--- src/design/zone_alarm_controller_core_assert.svh ---
// Assertion macros shared by the alarm controller modules.
`ifndef ZONE_ALARM_CONTROLLER_CORE_ASSERT_SVH
`define ZONE_ALARM_CONTROLLER_CORE_ASSERT_SVH

// Condition that holds at every clock edge outside reset.
`define ZAC_ASSERT_HOLD(lbl, clk, rst_n, cond, msg) \
  lbl: assert property (@(posedge clk) disable iff (!rst_n) (cond)) else $error(msg);

// Consequence checked in the same cycle as its antecedent.
`define ZAC_ASSERT_IMPLY(lbl, clk, rst_n, ante, cons, msg) \
  lbl: assert property (@(posedge clk) disable iff (!rst_n) (ante) |-> (cons)) \
    else $error(msg);

// Consequence checked in the cycle after its antecedent.
`define ZAC_ASSERT_NEXT(lbl, clk, rst_n, ante, cons, msg) \
  lbl: assert property (@(posedge clk) disable iff (!rst_n) (ante) |=> (cons)) \
    else $error(msg);

`endif

--- src/design/zac_pkg.sv ---
// Types, constants and codes of the zone alarm controller.
package zac_pkg;

  // Field widths
  localparam int unsigned ACTION_W   = 3;
  localparam int unsigned ZONES      = 4;
  localparam int unsigned TSEC_W     = 17;
  localparam int unsigned TICK_W     = 17;
  localparam int unsigned DUTY_W     = 10;
  localparam int unsigned STICK_W    = 7;
  localparam int unsigned ZONE_ID_W  = 3;
  localparam int unsigned HOUR_W     = 5;
  localparam int unsigned MIN_W      = 6;
  localparam int unsigned SEC_W      = 6;
  localparam int unsigned CFG_IDX_W  = 3;
  localparam int unsigned CFG_DATA_W = 17;

  localparam int unsigned QUEUE_DEPTH = 4;

  // One tick is TICK_NUM / TICK_DEN seconds.
  localparam int unsigned TICK_NUM_W = 14;
  localparam logic [TICK_NUM_W-1:0] TICK_NUM = 14'd13107;
  localparam logic [TICK_NUM_W-1:0] TICK_DEN = 14'd15625;

  // Seconds to ticks: q ~ tsec * SET_RECIP >> SET_SHIFT, then one correction.
  localparam int unsigned SET_SHIFT   = 20;
  localparam int unsigned SET_RECIP_W = 21;
  localparam logic [63:0] SET_RECIP_L = (64'd15625 << SET_SHIFT) / 64'd13107;
  localparam logic [SET_RECIP_W-1:0] SET_RECIP = SET_RECIP_L[SET_RECIP_W-1:0];
  localparam int unsigned SET_PROD_W  = TSEC_W + SET_RECIP_W;
  localparam int unsigned SET_Q_W     = SET_PROD_W - SET_SHIFT;
  localparam int unsigned SET_N_W     = TSEC_W + TICK_NUM_W;

  // Ticks to seconds: q ~ p * SEC_RECIP >> SEC_SHIFT, then one correction.
  localparam int unsigned SEC_P_W     = TICK_W + TICK_NUM_W;
  localparam int unsigned SEC_SHIFT   = 33;
  localparam int unsigned SEC_RECIP_W = 20;
  localparam logic [63:0] SEC_RECIP_L = (64'd1 << SEC_SHIFT) / 64'd15625;
  localparam logic [SEC_RECIP_W-1:0] SEC_RECIP = SEC_RECIP_L[SEC_RECIP_W-1:0];
  localparam int unsigned SEC_PROD_W  = SEC_P_W + SEC_RECIP_W;

  // Exact division by 60 through a rounded-up reciprocal.
  localparam int unsigned SEC_PER_MIN   = 60;
  localparam int unsigned HOURS_PER_DAY = 24;
  localparam int unsigned MTOT_W        = 12;
  localparam int unsigned HTOT_W        = 6;
  localparam int unsigned MIN_SHIFT     = 23;
  localparam int unsigned MIN_RECIP_W   = 18;
  localparam logic [63:0] MIN_RECIP_L   = ((64'd1 << MIN_SHIFT) + 64'd59) / 64'd60;
  localparam logic [MIN_RECIP_W-1:0] MIN_RECIP = MIN_RECIP_L[MIN_RECIP_W-1:0];
  localparam int unsigned MIN_PROD_W    = TICK_W + MIN_RECIP_W;
  localparam int unsigned HR_SHIFT      = 18;
  localparam int unsigned HR_RECIP_W    = 13;
  localparam logic [63:0] HR_RECIP_L    = ((64'd1 << HR_SHIFT) + 64'd59) / 64'd60;
  localparam logic [HR_RECIP_W-1:0] HR_RECIP = HR_RECIP_L[HR_RECIP_W-1:0];
  localparam int unsigned HR_PROD_W     = MTOT_W + HR_RECIP_W;

  typedef enum logic [ACTION_W-1:0] {
    ACT_CLOCK    = 3'd0,
    ACT_SIREN    = 3'd1,
    ACT_PWM      = 3'd2,
    ACT_ZONE     = 3'd3,
    ACT_ARM      = 3'd4,
    ACT_DISARM   = 3'd5,
    ACT_SET_TIME = 3'd6
  } act_e;

  typedef enum logic [CFG_IDX_W-1:0] {
    CFG_DUTY_HIGH  = 3'd0,
    CFG_DUTY_LOW   = 3'd1,
    CFG_START_DUTY = 3'd2,
    CFG_SIREN_TICK = 3'd3,
    CFG_DAY_TICKS  = 3'd4
  } cfg_idx_e;

  typedef struct packed {
    logic [DUTY_W-1:0]  duty_high;
    logic [DUTY_W-1:0]  duty_low;
    logic [DUTY_W-1:0]  start_duty;
    logic [STICK_W-1:0] siren_ticks;
    logic [TICK_W-1:0]  day_ticks;
  } cfg_t;

  localparam cfg_t CFG_RESET = '{
    duty_high:   10'd1000,
    duty_low:    10'd500,
    start_duty:  10'd255,
    siren_ticks: 7'd100,
    day_ticks:   17'd102998
  };

  // State after one executed item, handed from front to back.
  typedef struct packed {
    logic [ZONES-1:0]  fired;
    logic [TICK_W-1:0] ticks;
    logic [DUTY_W-1:0] duty;
    logic              armed;
    logic              siren_on;
  } snap_t;

endpackage

--- src/design/zac_if.sv ---
// Input and result channel interfaces of the alarm controller.
interface zac_in_if;
  import zac_pkg::*;

  logic                valid;
  logic                ready;
  logic [ACTION_W-1:0] action;
  logic [ZONES-1:0]    zone_levels;
  logic [TSEC_W-1:0]   time_seconds;

  modport source (output valid, action, zone_levels, time_seconds, input ready);
  modport sink   (input valid, action, zone_levels, time_seconds, output ready);
endinterface

interface zac_out_if;
  import zac_pkg::*;

  logic                 valid;
  logic                 ready;
  logic                 alarm_event;
  logic [ZONE_ID_W-1:0] fired_zone;
  logic [HOUR_W-1:0]    hours;
  logic [MIN_W-1:0]     minutes;
  logic [SEC_W-1:0]     seconds_out;
  logic [DUTY_W-1:0]    duty;
  logic                 armed_out;
  logic                 siren_on;
  logic                 last;

  modport source (output valid, alarm_event, fired_zone, hours, minutes, seconds_out, duty,
                  armed_out, siren_on, last, input ready);
  modport sink   (input valid, alarm_event, fired_zone, hours, minutes, seconds_out, duty,
                  armed_out, siren_on, last, output ready);
endinterface

--- src/design/zac_queue.sv ---
// Small register queue of executed-state snapshots between front and back.
`include "zone_alarm_controller_core_assert.svh"

module zac_queue #(
  parameter int unsigned DEPTH = zac_pkg::QUEUE_DEPTH
) (
  input  logic          clk_i,
  input  logic          rst_ni,
  input  logic          push_i,
  input  zac_pkg::snap_t data_i,
  output logic          full_o,
  input  logic          pop_i,
  output logic          avail_o,
  output zac_pkg::snap_t data_o
);
  import zac_pkg::*;

  localparam int unsigned PTR_W = (DEPTH > 1) ? $clog2(DEPTH) : 1;
  localparam int unsigned CNT_W = $clog2(DEPTH + 1);

  snap_t            mem_q [DEPTH];
  logic [PTR_W-1:0] wr_ptr_q, rd_ptr_q;
  logic [CNT_W-1:0] count_q;

  assign full_o  = (count_q == CNT_W'(DEPTH));
  assign avail_o = (count_q != '0);
  assign data_o  = mem_q[rd_ptr_q];

  always_ff @(posedge clk_i) begin
    if (push_i) begin
      mem_q[wr_ptr_q] <= data_i;
    end
  end

  always_ff @(posedge clk_i or negedge rst_ni) begin
    if (!rst_ni) begin
      wr_ptr_q <= '0;
      rd_ptr_q <= '0;
      count_q  <= '0;
    end else begin
      if (push_i) begin
        wr_ptr_q <= (wr_ptr_q == PTR_W'(DEPTH - 1)) ? '0 : wr_ptr_q + PTR_W'(1);
      end
      if (pop_i) begin
        rd_ptr_q <= (rd_ptr_q == PTR_W'(DEPTH - 1)) ? '0 : rd_ptr_q + PTR_W'(1);
      end
      if (push_i && !pop_i) begin
        count_q <= count_q + CNT_W'(1);
      end else if (pop_i && !push_i) begin
        count_q <= count_q - CNT_W'(1);
      end
    end
  end

  `ZAC_ASSERT_HOLD(a_q_no_overflow, clk_i, rst_ni, !(push_i && full_o), "push into full queue")
  `ZAC_ASSERT_HOLD(a_q_no_underflow, clk_i, rst_ni, !(pop_i && !avail_o), "pop from empty queue")

endmodule

--- src/design/zac_front.sv ---
// Front: accept items, convert set-time seconds to ticks, execute the alarm state.
`include "zone_alarm_controller_core_assert.svh"

module zac_front (
  input  logic           clk_i,
  input  logic           rst_ni,
  zac_in_if.sink         in_i,
  input  zac_pkg::cfg_t  cfg_i,
  input  logic           full_i,
  output logic           push_o,
  output zac_pkg::snap_t snap_o
);
  import zac_pkg::*;

  logic                     adv;
  logic                     v1_q, v2_q, v3_q;
  logic [ACTION_W-1:0]      act1_q, act2_q, act3_q;
  logic [ZONES-1:0]         lev1_q, lev2_q, lev3_q;
  logic [SET_Q_W-1:0]       q1_q, q2_q, c3_q;
  logic [SET_N_W-1:0]       n1_q, n2_q, t2_q, r2;
  logic [SET_PROD_W-1:0]    a_prod;
  logic [SET_Q_W+TICK_NUM_W-1:0] t_prod;

  logic [TICK_W-1:0]  cnt_q, cnt_d;
  logic               armed_q, armed_d;
  logic [ZONES-1:0]   prev_q, prev_d;
  logic [STICK_W-1:0] scount_q, scount_d;
  logic               running_q, running_d;
  logic [DUTY_W-1:0]  duty_q, duty_d;
  logic               up_q, up_d;
  logic [ZONES-1:0]   fired;
  logic [TICK_W:0]    tick_inc;
  logic [STICK_W:0]   siren_inc;

  // Advance the whole pipe when its last stage can hand off.
  assign adv        = !v3_q || !full_i;
  assign in_i.ready = adv;
  assign push_o     = v3_q && !full_i;

  assign a_prod = SET_PROD_W'(in_i.time_seconds) * SET_PROD_W'(SET_RECIP);
  assign t_prod = (SET_Q_W + TICK_NUM_W)'(q1_q) * (SET_Q_W + TICK_NUM_W)'(TICK_NUM);
  assign r2     = n2_q - t2_q;

  always_ff @(posedge clk_i or negedge rst_ni) begin
    if (!rst_ni) begin
      v1_q <= 1'b0;
      v2_q <= 1'b0;
      v3_q <= 1'b0;
    end else if (adv) begin
      v1_q <= in_i.valid;
      v2_q <= v1_q;
      v3_q <= v2_q;
    end
  end

  always_ff @(posedge clk_i) begin
    if (adv) begin
      act1_q <= in_i.action;
      lev1_q <= in_i.zone_levels;
      q1_q   <= a_prod[SET_SHIFT +: SET_Q_W];
      n1_q   <= SET_N_W'(in_i.time_seconds) * SET_N_W'(TICK_DEN);
      act2_q <= act1_q;
      lev2_q <= lev1_q;
      q2_q   <= q1_q;
      n2_q   <= n1_q;
      t2_q   <= t_prod[SET_N_W-1:0];
      act3_q <= act2_q;
      lev3_q <= lev2_q;
      // Estimate is exact or one short; fix it with the remainder.
      c3_q   <= q2_q + SET_Q_W'(r2 >= SET_N_W'(TICK_NUM));
    end
  end

  assign tick_inc  = {1'b0, cnt_q} + (TICK_W + 1)'(1);
  assign siren_inc = {1'b0, scount_q} + (STICK_W + 1)'(1);

  always_comb begin
    cnt_d     = cnt_q;
    armed_d   = armed_q;
    prev_d    = prev_q;
    scount_d  = scount_q;
    running_d = running_q;
    duty_d    = duty_q;
    up_d      = up_q;
    fired     = '0;
    if (push_o) begin
      unique case (act3_q)
        ACT_CLOCK: begin
          cnt_d = (tick_inc >= {1'b0, cfg_i.day_ticks}) ? '0 : tick_inc[TICK_W-1:0];
        end
        ACT_SIREN: begin
          if (running_q) begin
            scount_d = siren_inc[STICK_W-1:0];
            if (siren_inc >= {1'b0, cfg_i.siren_ticks}) begin
              duty_d    = '0;
              running_d = 1'b0;
            end
          end
        end
        ACT_PWM: begin
          if (duty_q != '0) begin
            if (up_q) begin
              if (duty_q < cfg_i.duty_high) duty_d = duty_q + DUTY_W'(1);
              else up_d = 1'b0;
            end else begin
              if (duty_q > cfg_i.duty_low) duty_d = duty_q - DUTY_W'(1);
              else up_d = 1'b1;
            end
          end
        end
        ACT_ZONE: begin
          fired = armed_q ? (lev3_q & ~prev_q) : '0;
          if (|fired) begin
            duty_d    = cfg_i.start_duty;
            scount_d  = '0;
            running_d = 1'b1;
          end
          prev_d = lev3_q;
        end
        ACT_ARM:    armed_d = 1'b1;
        ACT_DISARM: armed_d = 1'b0;
        ACT_SET_TIME: begin
          cnt_d = (c3_q >= {1'b0, cfg_i.day_ticks}) ? '0 : c3_q[TICK_W-1:0];
        end
        default: ;
      endcase
    end
  end

  always_ff @(posedge clk_i or negedge rst_ni) begin
    if (!rst_ni) begin
      cnt_q     <= '0;
      armed_q   <= 1'b0;
      prev_q    <= '0;
      scount_q  <= '0;
      running_q <= 1'b0;
      duty_q    <= '0;
      up_q      <= 1'b1;
    end else begin
      cnt_q     <= cnt_d;
      armed_q   <= armed_d;
      prev_q    <= prev_d;
      scount_q  <= scount_d;
      running_q <= running_d;
      duty_q    <= duty_d;
      up_q      <= up_d;
    end
  end

  assign snap_o = '{fired: fired, ticks: cnt_d, duty: duty_d, armed: armed_d,
                    siren_on: running_d};

  `ZAC_ASSERT_HOLD(a_fe_idle_silent, clk_i, rst_ni, running_q || (duty_q == '0),
                   "siren duty nonzero while siren is off")
  `ZAC_ASSERT_IMPLY(a_fe_fire_armed, clk_i, rst_ni, push_o && (snap_o.fired != '0),
                    (act3_q == ACT_ZONE) && armed_q, "zone fired outside an armed sample")

endmodule

--- src/design/zac_back.sv ---
// Back: turn tick counts into hh:mm:ss and fan each snapshot out into results.
`include "zone_alarm_controller_core_assert.svh"

module zac_back (
  input  logic           clk_i,
  input  logic           rst_ni,
  input  logic           avail_i,
  input  zac_pkg::snap_t snap_i,
  output logic           pop_o,
  zac_out_if.source      out_o
);
  import zac_pkg::*;

  function automatic logic [ZONE_ID_W-1:0] zone_id(input logic [ZONES-1:0] m);
    logic [ZONE_ID_W-1:0] id;
    id = '0;
    for (int i = ZONES - 1; i >= 0; i--) begin
      if (m[i]) id = ZONE_ID_W'(i + 1);
    end
    return id;
  endfunction

  logic                  en, take, last_w;
  logic                  v1_q, v2_q, v3_q, v4_q, v5_q, v6_q;
  snap_t                 sn1_q, sn2_q, sn3_q, sn4_q, sn5_q, sn6_q;
  logic [SEC_P_W-1:0]    p1_q, p2_q, p3_q, t3_q, r4;
  logic [SEC_PROD_W-1:0] sec_prod;
  logic [TICK_W-1:0]     q2_q, q3_q, s4_q, s5_q, ss_full;
  logic [MIN_PROD_W-1:0] min_prod;
  logic [HR_PROD_W-1:0]  hr_prod;
  logic [MTOT_W-1:0]     m5_q, m6_q, mm_full;
  logic [HTOT_W-1:0]     h6_q, hh_full;
  logic [SEC_W-1:0]      ss6_q;

  logic                  ov_q;
  logic [ZONES-1:0]      rem_q;
  logic [HOUR_W-1:0]     hh_q;
  logic [MIN_W-1:0]      mm_q;
  logic [SEC_W-1:0]      ss_q;
  logic [DUTY_W-1:0]     duty_q;
  logic                  armed_q, siren_q;

  assign last_w = ~|(rem_q & (rem_q - ZONES'(1)));
  assign take   = !ov_q || (out_o.ready && last_w);
  assign en     = take || !v6_q;
  assign pop_o  = en && avail_i;

  assign sec_prod = SEC_PROD_W'(p1_q) * SEC_PROD_W'(SEC_RECIP);
  assign r4       = p3_q - t3_q;
  assign min_prod = MIN_PROD_W'(s4_q) * MIN_PROD_W'(MIN_RECIP);
  assign hr_prod  = HR_PROD_W'(m5_q) * HR_PROD_W'(HR_RECIP);
  assign ss_full  = s5_q - TICK_W'(m5_q) * TICK_W'(SEC_PER_MIN);
  assign mm_full  = m6_q - MTOT_W'(h6_q) * MTOT_W'(SEC_PER_MIN);
  assign hh_full  = (h6_q >= HTOT_W'(HOURS_PER_DAY)) ? h6_q - HTOT_W'(HOURS_PER_DAY) : h6_q;

  always_ff @(posedge clk_i or negedge rst_ni) begin
    if (!rst_ni) begin
      v1_q <= 1'b0;
      v2_q <= 1'b0;
      v3_q <= 1'b0;
      v4_q <= 1'b0;
      v5_q <= 1'b0;
      v6_q <= 1'b0;
      ov_q <= 1'b0;
    end else begin
      if (en) begin
        v1_q <= avail_i;
        v2_q <= v1_q;
        v3_q <= v2_q;
        v4_q <= v3_q;
        v5_q <= v4_q;
        v6_q <= v5_q;
      end
      if (take) begin
        ov_q <= v6_q;
      end
    end
  end

  always_ff @(posedge clk_i) begin
    if (en) begin
      sn1_q <= snap_i;
      p1_q  <= SEC_P_W'(snap_i.ticks) * SEC_P_W'(TICK_NUM);
      sn2_q <= sn1_q;
      p2_q  <= p1_q;
      q2_q  <= sec_prod[SEC_SHIFT +: TICK_W];
      sn3_q <= sn2_q;
      p3_q  <= p2_q;
      q3_q  <= q2_q;
      t3_q  <= SEC_P_W'(q2_q) * SEC_P_W'(TICK_DEN);
      sn4_q <= sn3_q;
      // Estimate is exact or one short; fix it with the remainder.
      s4_q  <= q3_q + TICK_W'(r4 >= SEC_P_W'(TICK_DEN));
      sn5_q <= sn4_q;
      s5_q  <= s4_q;
      m5_q  <= min_prod[MIN_SHIFT +: MTOT_W];
      sn6_q <= sn5_q;
      m6_q  <= m5_q;
      h6_q  <= hr_prod[HR_SHIFT +: HTOT_W];
      ss6_q <= ss_full[SEC_W-1:0];
    end
  end

  // Hold the payload per item; drop one fired zone per transfer.
  always_ff @(posedge clk_i) begin
    if (take) begin
      rem_q   <= sn6_q.fired;
      hh_q    <= hh_full[HOUR_W-1:0];
      mm_q    <= mm_full[MIN_W-1:0];
      ss_q    <= ss6_q;
      duty_q  <= sn6_q.duty;
      armed_q <= sn6_q.armed;
      siren_q <= sn6_q.siren_on;
    end else if (out_o.ready) begin
      rem_q <= rem_q & (rem_q - ZONES'(1));
    end
  end

  assign out_o.valid       = ov_q;
  assign out_o.alarm_event = |rem_q;
  assign out_o.fired_zone  = zone_id(rem_q);
  assign out_o.hours       = hh_q;
  assign out_o.minutes     = mm_q;
  assign out_o.seconds_out = ss_q;
  assign out_o.duty        = duty_q;
  assign out_o.armed_out   = armed_q;
  assign out_o.siren_on    = siren_q;
  assign out_o.last        = last_w;

  `ZAC_ASSERT_NEXT(a_be_zone_step, clk_i, rst_ni, ov_q && out_o.ready && !last_w,
                   ov_q && ($countones(rem_q) + 1 == $countones($past(rem_q))),
                   "fired zone not retired after transfer")

endmodule

--- src/design/zone_alarm_controller_core.sv ---
// Top level of the four-zone alarm controller: configuration registers, front, queue, back.
//
// Four-zone intruder alarm with time of day, arming, siren timeout and a swept
// siren PWM duty. Items arrive already decoded on in_i; each executed item yields
// one status result on out_o, or one result per fired zone (lowest zone first)
// for a zone sample that fires, with last set on the final one. The block takes
// one item per clock cycle sustained: every action executes in the front's state
// stage, and the input stalls only when the snapshot queue is full, which happens
// when the output is back-pressured or when a zone sample fires more than one
// zone, since the back hands out one result per transfer and holds that item
// until its last result. From input transfer to the first result an item passes
// three front stages (the last one updates the alarm state), the queue and six back
// stages that turn the tick count into hh:mm:ss by reciprocal multiplication, then
// the output register.
// Configuration writes on cfg_we_i/cfg_idx_i/cfg_data_i take effect at the next
// edge and are meant to happen while no item is in flight; writes to unused
// indexes are ignored. No clearing pass is needed after reset.
module zone_alarm_controller_core #(
  parameter int unsigned QUEUE_DEPTH = zac_pkg::QUEUE_DEPTH
) (
  input  logic                           clk_i,
  input  logic                           rst_ni,
  zac_in_if.sink                         in_i,
  zac_out_if.source                      out_o,
  input  logic                           cfg_we_i,
  input  logic [zac_pkg::CFG_IDX_W-1:0]  cfg_idx_i,
  input  logic [zac_pkg::CFG_DATA_W-1:0] cfg_data_i
);
  import zac_pkg::*;

  cfg_t  cfg_q;
  logic  push, full, pop, avail;
  snap_t snap_push, snap_pop;

  // Configuration registers: each write lands on the addressed field only.
  always_ff @(posedge clk_i or negedge rst_ni) begin
    if (!rst_ni) begin
      cfg_q <= CFG_RESET;
    end else if (cfg_we_i) begin
      unique case (cfg_idx_i)
        CFG_DUTY_HIGH:  cfg_q.duty_high   <= cfg_data_i[DUTY_W-1:0];
        CFG_DUTY_LOW:   cfg_q.duty_low    <= cfg_data_i[DUTY_W-1:0];
        CFG_START_DUTY: cfg_q.start_duty  <= cfg_data_i[DUTY_W-1:0];
        CFG_SIREN_TICK: cfg_q.siren_ticks <= cfg_data_i[STICK_W-1:0];
        CFG_DAY_TICKS:  cfg_q.day_ticks   <= cfg_data_i[TICK_W-1:0];
        default: ;
      endcase
    end
  end

  // Front: accept, convert set-time seconds, execute the state update.
  zac_front u_front (
    .clk_i  (clk_i),
    .rst_ni (rst_ni),
    .in_i   (in_i),
    .cfg_i  (cfg_q),
    .full_i (full),
    .push_o (push),
    .snap_o (snap_push)
  );

  // Queue of executed snapshots; lets front and back stall independently.
  zac_queue #(
    .DEPTH (QUEUE_DEPTH)
  ) u_queue (
    .clk_i   (clk_i),
    .rst_ni  (rst_ni),
    .push_i  (push),
    .data_i  (snap_push),
    .full_o  (full),
    .pop_i   (pop),
    .avail_o (avail),
    .data_o  (snap_pop)
  );

  // Back: format time of day and fan out one result per fired zone.
  zac_back u_back (
    .clk_i   (clk_i),
    .rst_ni  (rst_ni),
    .avail_i (avail),
    .snap_i  (snap_pop),
    .pop_o   (pop),
    .out_o   (out_o)
  );

endmodule
--- src/flat_wrapper.sv ---
// flat-port wrapper written by rule: the top's interface ports become plain ports
module zone_alarm_controller_core_flat import zac_pkg::*;
#(
  parameter int unsigned QUEUE_DEPTH = zac_pkg::QUEUE_DEPTH
)
  (clk_i, rst_ni, cfg_we_i, cfg_idx_i, cfg_data_i, in_i_valid, in_i_action, in_i_zone_levels, in_i_time_seconds, in_i_ready, out_o_valid, out_o_alarm_event, out_o_fired_zone, out_o_hours, out_o_minutes, out_o_seconds_out, out_o_duty, out_o_armed_out, out_o_siren_on, out_o_last, out_o_ready);
  zac_in_if in_i_i ();
  zac_out_if out_o_i ();
  input  logic clk_i;
  input  logic rst_ni;
  input  logic cfg_we_i;
  input  logic [zac_pkg::CFG_IDX_W-1:0] cfg_idx_i;
  input  logic [zac_pkg::CFG_DATA_W-1:0] cfg_data_i;
  input wire logic [$bits(in_i_i.valid)-1:0] in_i_valid;
  input wire logic [$bits(in_i_i.action)-1:0] in_i_action;
  input wire logic [$bits(in_i_i.zone_levels)-1:0] in_i_zone_levels;
  input wire logic [$bits(in_i_i.time_seconds)-1:0] in_i_time_seconds;
  output wire logic [$bits(in_i_i.ready)-1:0] in_i_ready;
  output wire logic [$bits(out_o_i.valid)-1:0] out_o_valid;
  output wire logic [$bits(out_o_i.alarm_event)-1:0] out_o_alarm_event;
  output wire logic [$bits(out_o_i.fired_zone)-1:0] out_o_fired_zone;
  output wire logic [$bits(out_o_i.hours)-1:0] out_o_hours;
  output wire logic [$bits(out_o_i.minutes)-1:0] out_o_minutes;
  output wire logic [$bits(out_o_i.seconds_out)-1:0] out_o_seconds_out;
  output wire logic [$bits(out_o_i.duty)-1:0] out_o_duty;
  output wire logic [$bits(out_o_i.armed_out)-1:0] out_o_armed_out;
  output wire logic [$bits(out_o_i.siren_on)-1:0] out_o_siren_on;
  output wire logic [$bits(out_o_i.last)-1:0] out_o_last;
  input wire logic [$bits(out_o_i.ready)-1:0] out_o_ready;
  assign in_i_i.valid = in_i_valid;
  assign in_i_i.action = in_i_action;
  assign in_i_i.zone_levels = in_i_zone_levels;
  assign in_i_i.time_seconds = in_i_time_seconds;
  assign in_i_ready = in_i_i.ready;
  assign out_o_valid = out_o_i.valid;
  assign out_o_alarm_event = out_o_i.alarm_event;
  assign out_o_fired_zone = out_o_i.fired_zone;
  assign out_o_hours = out_o_i.hours;
  assign out_o_minutes = out_o_i.minutes;
  assign out_o_seconds_out = out_o_i.seconds_out;
  assign out_o_duty = out_o_i.duty;
  assign out_o_armed_out = out_o_i.armed_out;
  assign out_o_siren_on = out_o_i.siren_on;
  assign out_o_last = out_o_i.last;
  assign out_o_i.ready = out_o_ready;
  zone_alarm_controller_core #(.QUEUE_DEPTH(QUEUE_DEPTH)) u_core (.clk_i(clk_i), .rst_ni(rst_ni), .in_i(in_i_i), .out_o(out_o_i), .cfg_we_i(cfg_we_i), .cfg_idx_i(cfg_idx_i), .cfg_data_i(cfg_data_i));
endmodule
--- config.mk ---
export PLATFORM = sky130hd
export DESIGN_NAME = zone_alarm_controller_core_flat
export DESIGN_NICKNAME = d
export VERILOG_FILES = /design/src/design/zac_pkg.sv /design/src/design/zac_if.sv /design/src/design/zac_queue.sv /design/src/design/zac_front.sv /design/src/design/zac_back.sv /design/src/design/zone_alarm_controller_core.sv /design/src/flat_wrapper.sv
export VERILOG_INCLUDE_DIRS = /design/src /design/src/design
export SDC_FILE = /design/constraint.sdc
export NUM_CORES = 2
export LEC_CHECK = 0
export ABC_AREA = 1
export BUFFER_PORTS_ARGS = -buffer_cell sky130_fd_sc_hd__buf_2
export CORE_MARGIN = 2
export CORE_UTILIZATION = 50
export DETAILED_ROUTE_END_ITERATION = 8
export GPL_ROUTABILITY_DRIVEN = 1
export PLACE_DENSITY_LB_ADDON = 0.15
export SYNTH_ARGS = -nofsm -noshare
export SYNTH_HDL_FRONTEND = slang
export SYNTH_SLANG_ARGS = --single-unit
--- constraint.sdc ---
create_clock -name clk_i -period 7.4 [get_ports clk_i]
set_input_delay 0.37 -clock clk_i [delete_from_list [all_inputs] [get_ports clk_i]]
set_output_delay 0.37 -clock clk_i [all_outputs]
set_load 0.03 [all_outputs]
; ---- Word-level counts from Yosys, hierarchy flattened
; Memories as Yosys holds them, arrays and structs flattened.
; Cells that the tools add are included.
[totals]
ff_bits = 620
ramBits = 132
input_bits = 49
out_inout_bits = 36
word_cells = 208
mem_count = 1
[mem_list]
columns = memory, depth, width, read_ports, rd_clocked_by_memory_dff, wr, line_no
row1 = u_core.u_queue.mem_q, 4, 33, 1, 0, 1, zac_queue.sv:21  ; snap_t mem_q [DEPTH];
[classes]
addsub = 16
multipliers = 10
magnitude_cmp = 8
n_eq_ne = 15
mux = 42
bitwise_logic = 3
reduce_logical = 33
[op_table]
columns = op, n
row1 = $mul 17x14->31 const B, 3
row2 = $mux 10, 8
row3 = $ge 31x14->1 const B, 2
row4 = $sub 31x31->31, 2
row5 = $mux 17, 3
row6 = $mul 31x20->50 const B, 1
row7 = $mul 17x21->38 const B, 1
row8 = $ge 18x17->1, 2
row9 = $mul 17x18->35 const B, 1
row10 = $pmux 17 s2, 1
row11 = $mul 18x14->31 const B, 1
row12 = $pmux 10 s3, 1
row13 = $mul 12x12->23 const B, 1
row14 = $mux 4, 5
row15 = $add 17x1->18 const B, 1
row16 = $add 18x1->18, 1
row17 = $mux 3, 6
row18 = $add 17x1->17, 1
row19 = $eq 3x3->1 const B, 5
row20 = $mux 7, 2
row21 = $pmux 7 s2, 1
row22 = $eq 3x2->1 const B, 4
row23 = $mul 12x4->4 const B, 1
row24 = $reduce_and 2->1, 6
row25 = 33 further kinds, 67

; ---- Logic depth before layout (Yosys ltp)
[depth]
ltp_word = 11
ltp_mapped = 29
depth_no_buf = 28

; ---- Cells and area by module
; A second synthesis with hierarchy kept.
[hier_totals]
hier_cells = 7836
area_unflattened_um2 = 73550.5
[by_module_without_submodules]
columns = mod, n_inst, cells_each, area_per_inst_um2, seq_area_each_um2
row1 = zac_back, 1, 3871, 38121.6, 10294.9
row2 = zac_front, 1, 3282, 27355.0, 6117.1
row3 = zac_queue, 1, 438, 5821.8, 4139.0
row4 = zone_alarm_controller_core, 1, 245, 2252.2, 1390.1

; ---- Worst setup path after synthesis
; Ideal clock, no wire load.
[synth_timing]
path_type = reg-to-reg
start = register u_core.u_back.rem_q[1]
end = register u_core.u_queue.count_q[1]
setup_ps = 125
arrival_ps = 7899
required_ps = 7275
path_slack_ps = -624
stages_incl_launch_ff = 15
path_buffers = 0
period_less_slack_ps = 8024
path_cell_list = edfxtp_1 > nor2_1 > nand2_1 > inv_1 > nor2_1 > nor2_1 > nand2_1 > nand2_1 > inv_1 > nand2_2 > nand2_1 > ha_1 > inv_1 > fa_1 > mux2_2
[synth_via]
elab_chain_cells = 11
word_cells_on_any_way = 13
cone_classes = add/sub: 1 / mux: 1 / bitwise: 1 / reduce/logical: 10
[synth_rtl]
columns = item, line_no
row1 = from (decl), zac_back.sv:36  ; logic [ZONES-1:0] rem_q;
row2 = from (signal assigned), zac_back.sv:107  ; rem_q <= sn6_q.fired;
row3 = from (signal assigned), zac_back.sv:115  ; rem_q <= rem_q & (rem_q - ZONES'(1));
row4 = $sub 4x1->4, zac_back.sv:43  ; assign last_w = ~|(rem_q & (rem_q - ZONES'(1)));
row5 = $and 4x4->4 *, zac_back.sv:43
row6 = $reduce_or 4->1 *, zac_back.sv:43
row7 = $logic_not 1->1 *, zac_back.sv:43
row8 = net out_o_last, flat_wrapper.sv:28  ; output wire logic [$bits(out_o_i.last)-1:0] out_o_last;
row9 = $logic_and 1x1->1 *, zac_back.sv:44  ; assign take = !ov_q || (out_o.ready && last_w);
row10 = $logic_or 1x1->1 *, zac_back.sv:44
row11 = net u_core.u_back.take, zac_back.sv:23  ; logic en, take, last_w;
row12 = $logic_or 1x1->1 *, zac_back.sv:45  ; assign en = take || !v6_q;
row13 = net u_core.u_back.en, zac_back.sv:23
row14 = $logic_and 1x1->1 *, zac_back.sv:46  ; assign pop_o = en && avail_i;
row15 = $logic_not 1->1, zac_queue.sv:47  ; if (push_i && !pop_i) begin
row16 = $logic_and 1x1->1, zac_queue.sv:47
row17 = $mux 3 / $reduce_bool 2->1 (equally long branches), -
row18 = to (signal assigned), zac_queue.sv:48  ; count_q <= count_q + CNT_W'(1);
row19 = to (signal assigned), zac_queue.sv:50  ; count_q <= count_q - CNT_W'(1);
row20 = to (decl), zac_queue.sv:23  ; logic [CNT_W-1:0] count_q;
; Mark *: on every way through the listed nets, which the timed path passes. The rest lies on a longest branch.
; A chain may end at the register's enable or synchronous reset.

; ---- Final worst setup path
[layout_timing]
start = register u_core.u_queue.rd_ptr_q[0]
end = register u_core.u_back.p1_q[28] (data pin)
[layout_via]
elab_chain_cells = 2
[layout_rtl]
columns = item, line_no
row1 = from (decl), zac_queue.sv:22  ; logic [PTR_W-1:0] wr_ptr_q, rd_ptr_q;
row2 = from (signal assigned), zac_queue.sv:45  ; rd_ptr_q <= (rd_ptr_q == PTR_W'(DEPTH - 1)) ? '0 : rd_ptr_q + PTR_W'(1);
row3 = $mem_v2 4x33, -
row4 = $mul 17x14->31, zac_back.sv:83  ; p1_q <= SEC_P_W'(snap_i.ticks) * SEC_P_W'(TICK_NUM);
row5 = to (signal assigned), zac_back.sv:83
row6 = to (decl), zac_back.sv:26  ; logic [SEC_P_W-1:0] p1_q, p2_q, p3_q, t3_q, r4;
; No other way between the ends.

==> impl_metrics.csv <==
group,metric,value,unit
sta,post-route-worst-setup-slack,0.575,ns
layout,finalNetCount,9563,
die,width_of_the_die,383,µm
synth,asr_flop_ratio_synth,15.0,%
grt,overflow,0,
synth,ys_top_cells_by_area,"sky130_fd_sc_hd__edfxtp_1 (27%), sky130_fd_sc_hd__ha_1 (20%), sky130_fd_sc_hd__fa_1 (18%), sky130_fd_sc_hd__inv_1 (8.6%), sky130_fd_sc_hd__nand2_1 (5.9%)",
place,io_buffer_count,84,
die,die_height,383,µm
cts,clock_latency,0.72,ns
sta,setup_viol_count_final,0,
synth,synth_edf_count,636,
cts,clock_path_buffers,3,
synth,synth_ff_type,"sky130_fd_sc_hd__edfxtp_1",
detailed_routing,drcViolationCount,0,
layout,diodes,0,
sta,layout_worst_path_cycle_share,92.2,%
setup_path,crit_path_max_fanout,30,
sta,timing_hold_violations_final,0,
cts,clock_tree.root_cell,"sky130_fd_sc_hd__clkbuf_16",
detailed_routing,drc_violation_total_after_the_first_tritonroute_iteration,2845,
grt,wire_length_of_the_first_global_routing_pass,280000,µm
cts,clkSinkCount,748,
job,cap_viol_max_count,0,
grt,grtUsageTotal,24.0,%
sta,worst_max_slew_pin_slew,1.13,ns
detailed_routing,number_of_vias_per_cell_after_detailed_routing,5.23,
sta,slew_headroom,24.4,%
status,run_status,"finished, final reports clean",
sta,grt_setup_unrepaired,"no",
cts,htreeDepth,3,
layout,syn_to_final_growth,8.49,%
cts,numCtsBuffers,88,
layout,drive_above_1_share,4.09,%
synth,synth.distinct_cells,61,
place,place_worst_setup_slack,0.566,ns
cts,tritoncts,"yes",
grt,vias_in_the_first_global_route,52500,
synth,average_cell_area_after_synthesis,9.55,µm²
place,globalplace.congestion,0.952,
cts,ctsResizeCount,0,
synth,yosys_warn_count,0,
setup_path,critPathCaptureType,"register",
grt,grt_start_max_net_pins,147,
synth,mapped_area,0.0720,mm²
cts,post_cts_buffers,0,
synth,synth_common_cells,"sky130_fd_sc_hd__inv_1 (1,643), sky130_fd_sc_hd__ha_1 (1,164), sky130_fd_sc_hd__nand2_1 (1,136)",
setup_path,worstSetupPathType,"register to register",
die,placeableCoreArea,0.143,mm²
place,hpwl,141000,µm
detailed_routing,detail_route.wirelength,172000,µm
setup_path,cp_data_arrival_time,7.29,ns
synth,synth_nets,9392,
synth,yosys_register_bits,748,
synth,synthesis.instances,7531,
die,initial_core_util,50.2,%
hold_path,hp-class,"primary input to register",
die,boundaryPins,85,
sta,timing_max_transition_violations_final,0,
setup_path,startpoint_type,"register",
cts,cts-hold-fix-buffers,22,
detailed_routing,routedWlPerCell,17.7,µm
die,fp-row-count,139,
detailed_routing,drt_pass1_iterations,5,
synth,synth_most_common_cell,"sky130_fd_sc_hd__inv_1",
synth,synthDominantCellAreaShare,26.5,%
sta,layout_min_cycle_time,6.82,ns
cts,clk_pin_slew_worst_paths,0.07,ns
sta,max_clock_freq,147,MHz
detailed_routing,antenna_left,0,
detailed_routing,routed-via-count,50600,
synth,post-synth-top-area-cell,"sky130_fd_sc_hd__edfxtp_1",
sta,timing.setup.tns,0,ns
setup_path,crit_required,7.86,ns
sta,clock-skew-final,0.0597,ns
grt,grt_antenna_before_repair,1,
die,design.die.area,0.147,mm²
synth,synth.yosys.seq_area_share,30.5,%
==> critical path, stage by stage, from the launching register on <==
cell and delay, ns:
sky130_fd_sc_hd__dfrtp_2 0.60, sky130_fd_sc_hd__clkinv_1 0.69, sky130_fd_sc_hd__o21ai_0 0.40, sky130_fd_sc_hd__o22ai_1 0.23, sky130_fd_sc_hd__ha_1 0.39, sky130_fd_sc_hd__inv_1 0.10
sky130_fd_sc_hd__fa_1 0.54, sky130_fd_sc_hd__fa_1 0.44, sky130_fd_sc_hd__fa_1 0.50, sky130_fd_sc_hd__inv_1 0.05, sky130_fd_sc_hd__fa_1 0.47, sky130_fd_sc_hd__inv_1 0.05
sky130_fd_sc_hd__fa_1 0.49, sky130_fd_sc_hd__inv_1 0.04, sky130_fd_sc_hd__ha_1 0.34, sky130_fd_sc_hd__a21oi_1 0.36, sky130_fd_sc_hd__o21ai_0 0.15, sky130_fd_sc_hd__a21oi_1 0.15
sky130_fd_sc_hd__nand3_1 0.20, sky130_fd_sc_hd__nand2_1 0.11, sky130_fd_sc_hd__nand3_1 0.08, sky130_fd_sc_hd__xor2_1 0.15
==> final timing paths <==
path                                             from                      end  slack, ns  depth (start not counted)
max reg2reg                u_core.u_queue.rd_ptr_q[0]   u_core.u_back.p1_q[28]       0.58                         21
min                                       out_o_ready   u_core.u_back.rem_q[3]       0.08                          3
min reg2reg                     u_core.u_back.s5_q[0]   u_core.u_back.ss6_q[0]       0.41                          0
max in group asynchronous                      rst_ni  u_core.u_front.cnt_q[2]       5.88                          3
min in group asynchronous                      rst_ni       u_core.u_back.v2_q       0.27                          2
max                        u_core.u_queue.rd_ptr_q[0]   u_core.u_back.p1_q[28]       0.58                         21
==> logic make-up (layout without fill, tap and decap cells) <==
family / count (synthesis) / in the layout / synth area share, %
AO/OA/AOI/OAI: 931 / 931 / 7.20
adder cells (fa/ha/maj): 1812 / 1812 / 38.3
XOR/XNOR: 248 / 248 / 3.02
AND/OR/NAND/NOR: 2091 / 2091 / 12.1
buffers and inverters: 1696 / 1942 / 8.87
multiplexers: 5 / 5 / 0.0782
flip-flops: 748 / 748 / 30.5
==> state kept, by name (all words and copies together) (netlist names), 17 cells and up <==
register              flops
u_core.u_front.q1_q      18
u_core.u_back.t3_q       31
u_core.u_back.s4_q       17
u_core.u_back.q2_q       17
u_core.u_front.cnt_q     17
u_core.u_front.q2_q      18
u_core.u_front.n2_q      31
u_core.u_queue.mem_q    132
u_core.u_back.p3_q       31
u_core.u_back.p2_q       31
u_core.u_front.t2_q      30
u_core.cfg_q             54
u_core.u_front.c3_q      18
u_core.u_back.p1_q       31
u_core.u_front.n1_q      31
==> cells in the final DEF (no fill, tap or decap), types with 8 or more instances in the layout <==
master                          synthesis  layout
sky130_fd_sc_hd__nand2_1             1136    1136
sky130_fd_sc_hd__clkinv_2               0      17
sky130_fd_sc_hd__a31oi_1               28      28
sky130_fd_sc_hd__fa_1                 648     648
sky130_fd_sc_hd__clkinv_1               5      15
sky130_fd_sc_hd__a21o_1                31      31
sky130_fd_sc_hd__clkinvlp_4             0       8
sky130_fd_sc_hd__o21ai_0              330     330
sky130_fd_sc_hd__nand3b_1              20      20
sky130_fd_sc_hd__ha_1                1164    1164
sky130_fd_sc_hd__o22ai_1               33      33
sky130_fd_sc_hd__xor2_1               175     175
sky130_fd_sc_hd__o21a_1                21      21
sky130_fd_sc_hd__edfxtp_1             636     636
sky130_fd_sc_hd__o211ai_1              16      16
sky130_fd_sc_hd__nand3_1              186     185
sky130_fd_sc_hd__buf_2                  8      83
sky130_fd_sc_hd__bufinv_16              0       9
sky130_fd_sc_hd__buf_4                  0      21
sky130_fd_sc_hd__a21boi_0              22      22
sky130_fd_sc_hd__o21bai_1              29      29
sky130_fd_sc_hd__dfrtp_1               80      79
sky130_fd_sc_hd__o21ai_1               13      13
sky130_fd_sc_hd__dfstp_2               32      32
sky130_fd_sc_hd__a21oi_1              366     366
sky130_fd_sc_hd__nor4_1                23      23
sky130_fd_sc_hd__nand4_1               97      97
sky130_fd_sc_hd__a221oi_1               9       9
sky130_fd_sc_hd__xnor2_1               73      73
sky130_fd_sc_hd__clkbuf_16              0      88
sky130_fd_sc_hd__clkbuf_1              33      14
sky130_fd_sc_hd__dlygate4sd3_1          0      22
sky130_fd_sc_hd__or2_2                 12      12
sky130_fd_sc_hd__nor3_1                74      74
sky130_fd_sc_hd__inv_1               1643    1642
sky130_fd_sc_hd__nor2_1               522     518
==> routing by layer <==
layer	vias to the layer above	part of all wire, %	global-route usage, %
met2	805	50	42.2
met4	0	2.3	5.74
li1	24900	-	-
met5	-	0	0
met3	219	3.2	2.60
met1	24700	45	31.6
==> final cells by class <==
class	instances	area (µm²)
flip-flops and latches	748	21900
multi-input cells	5087	43700
clock buffers	104	2280
inverters	1649	6190
repair buffers	128	833
clock inverters	61	752
well taps	1903	2380
fillers	12900	65200
==> metrics by stage <==
step / hold slack [ns] / utilization [%] / cell area, µm² / instances
floorplan: 0.0744 / - / 72000 / 7531
global placement: 0.400 / 52.2 / 74800 / 9493
detailed placement: 0.405 / 52.2 / 74800 / 9493
CTS: 0.0258 / 54.5 / 78100 / 9680
global route: 0.0717 / 54.5 / 78100 / 9680
finish: 0.0768 / 54.5 / 78100 / 9680
Power is not shown: default switching activity piles up to over one toggle a cycle in this logic, so the estimate is an artifact.
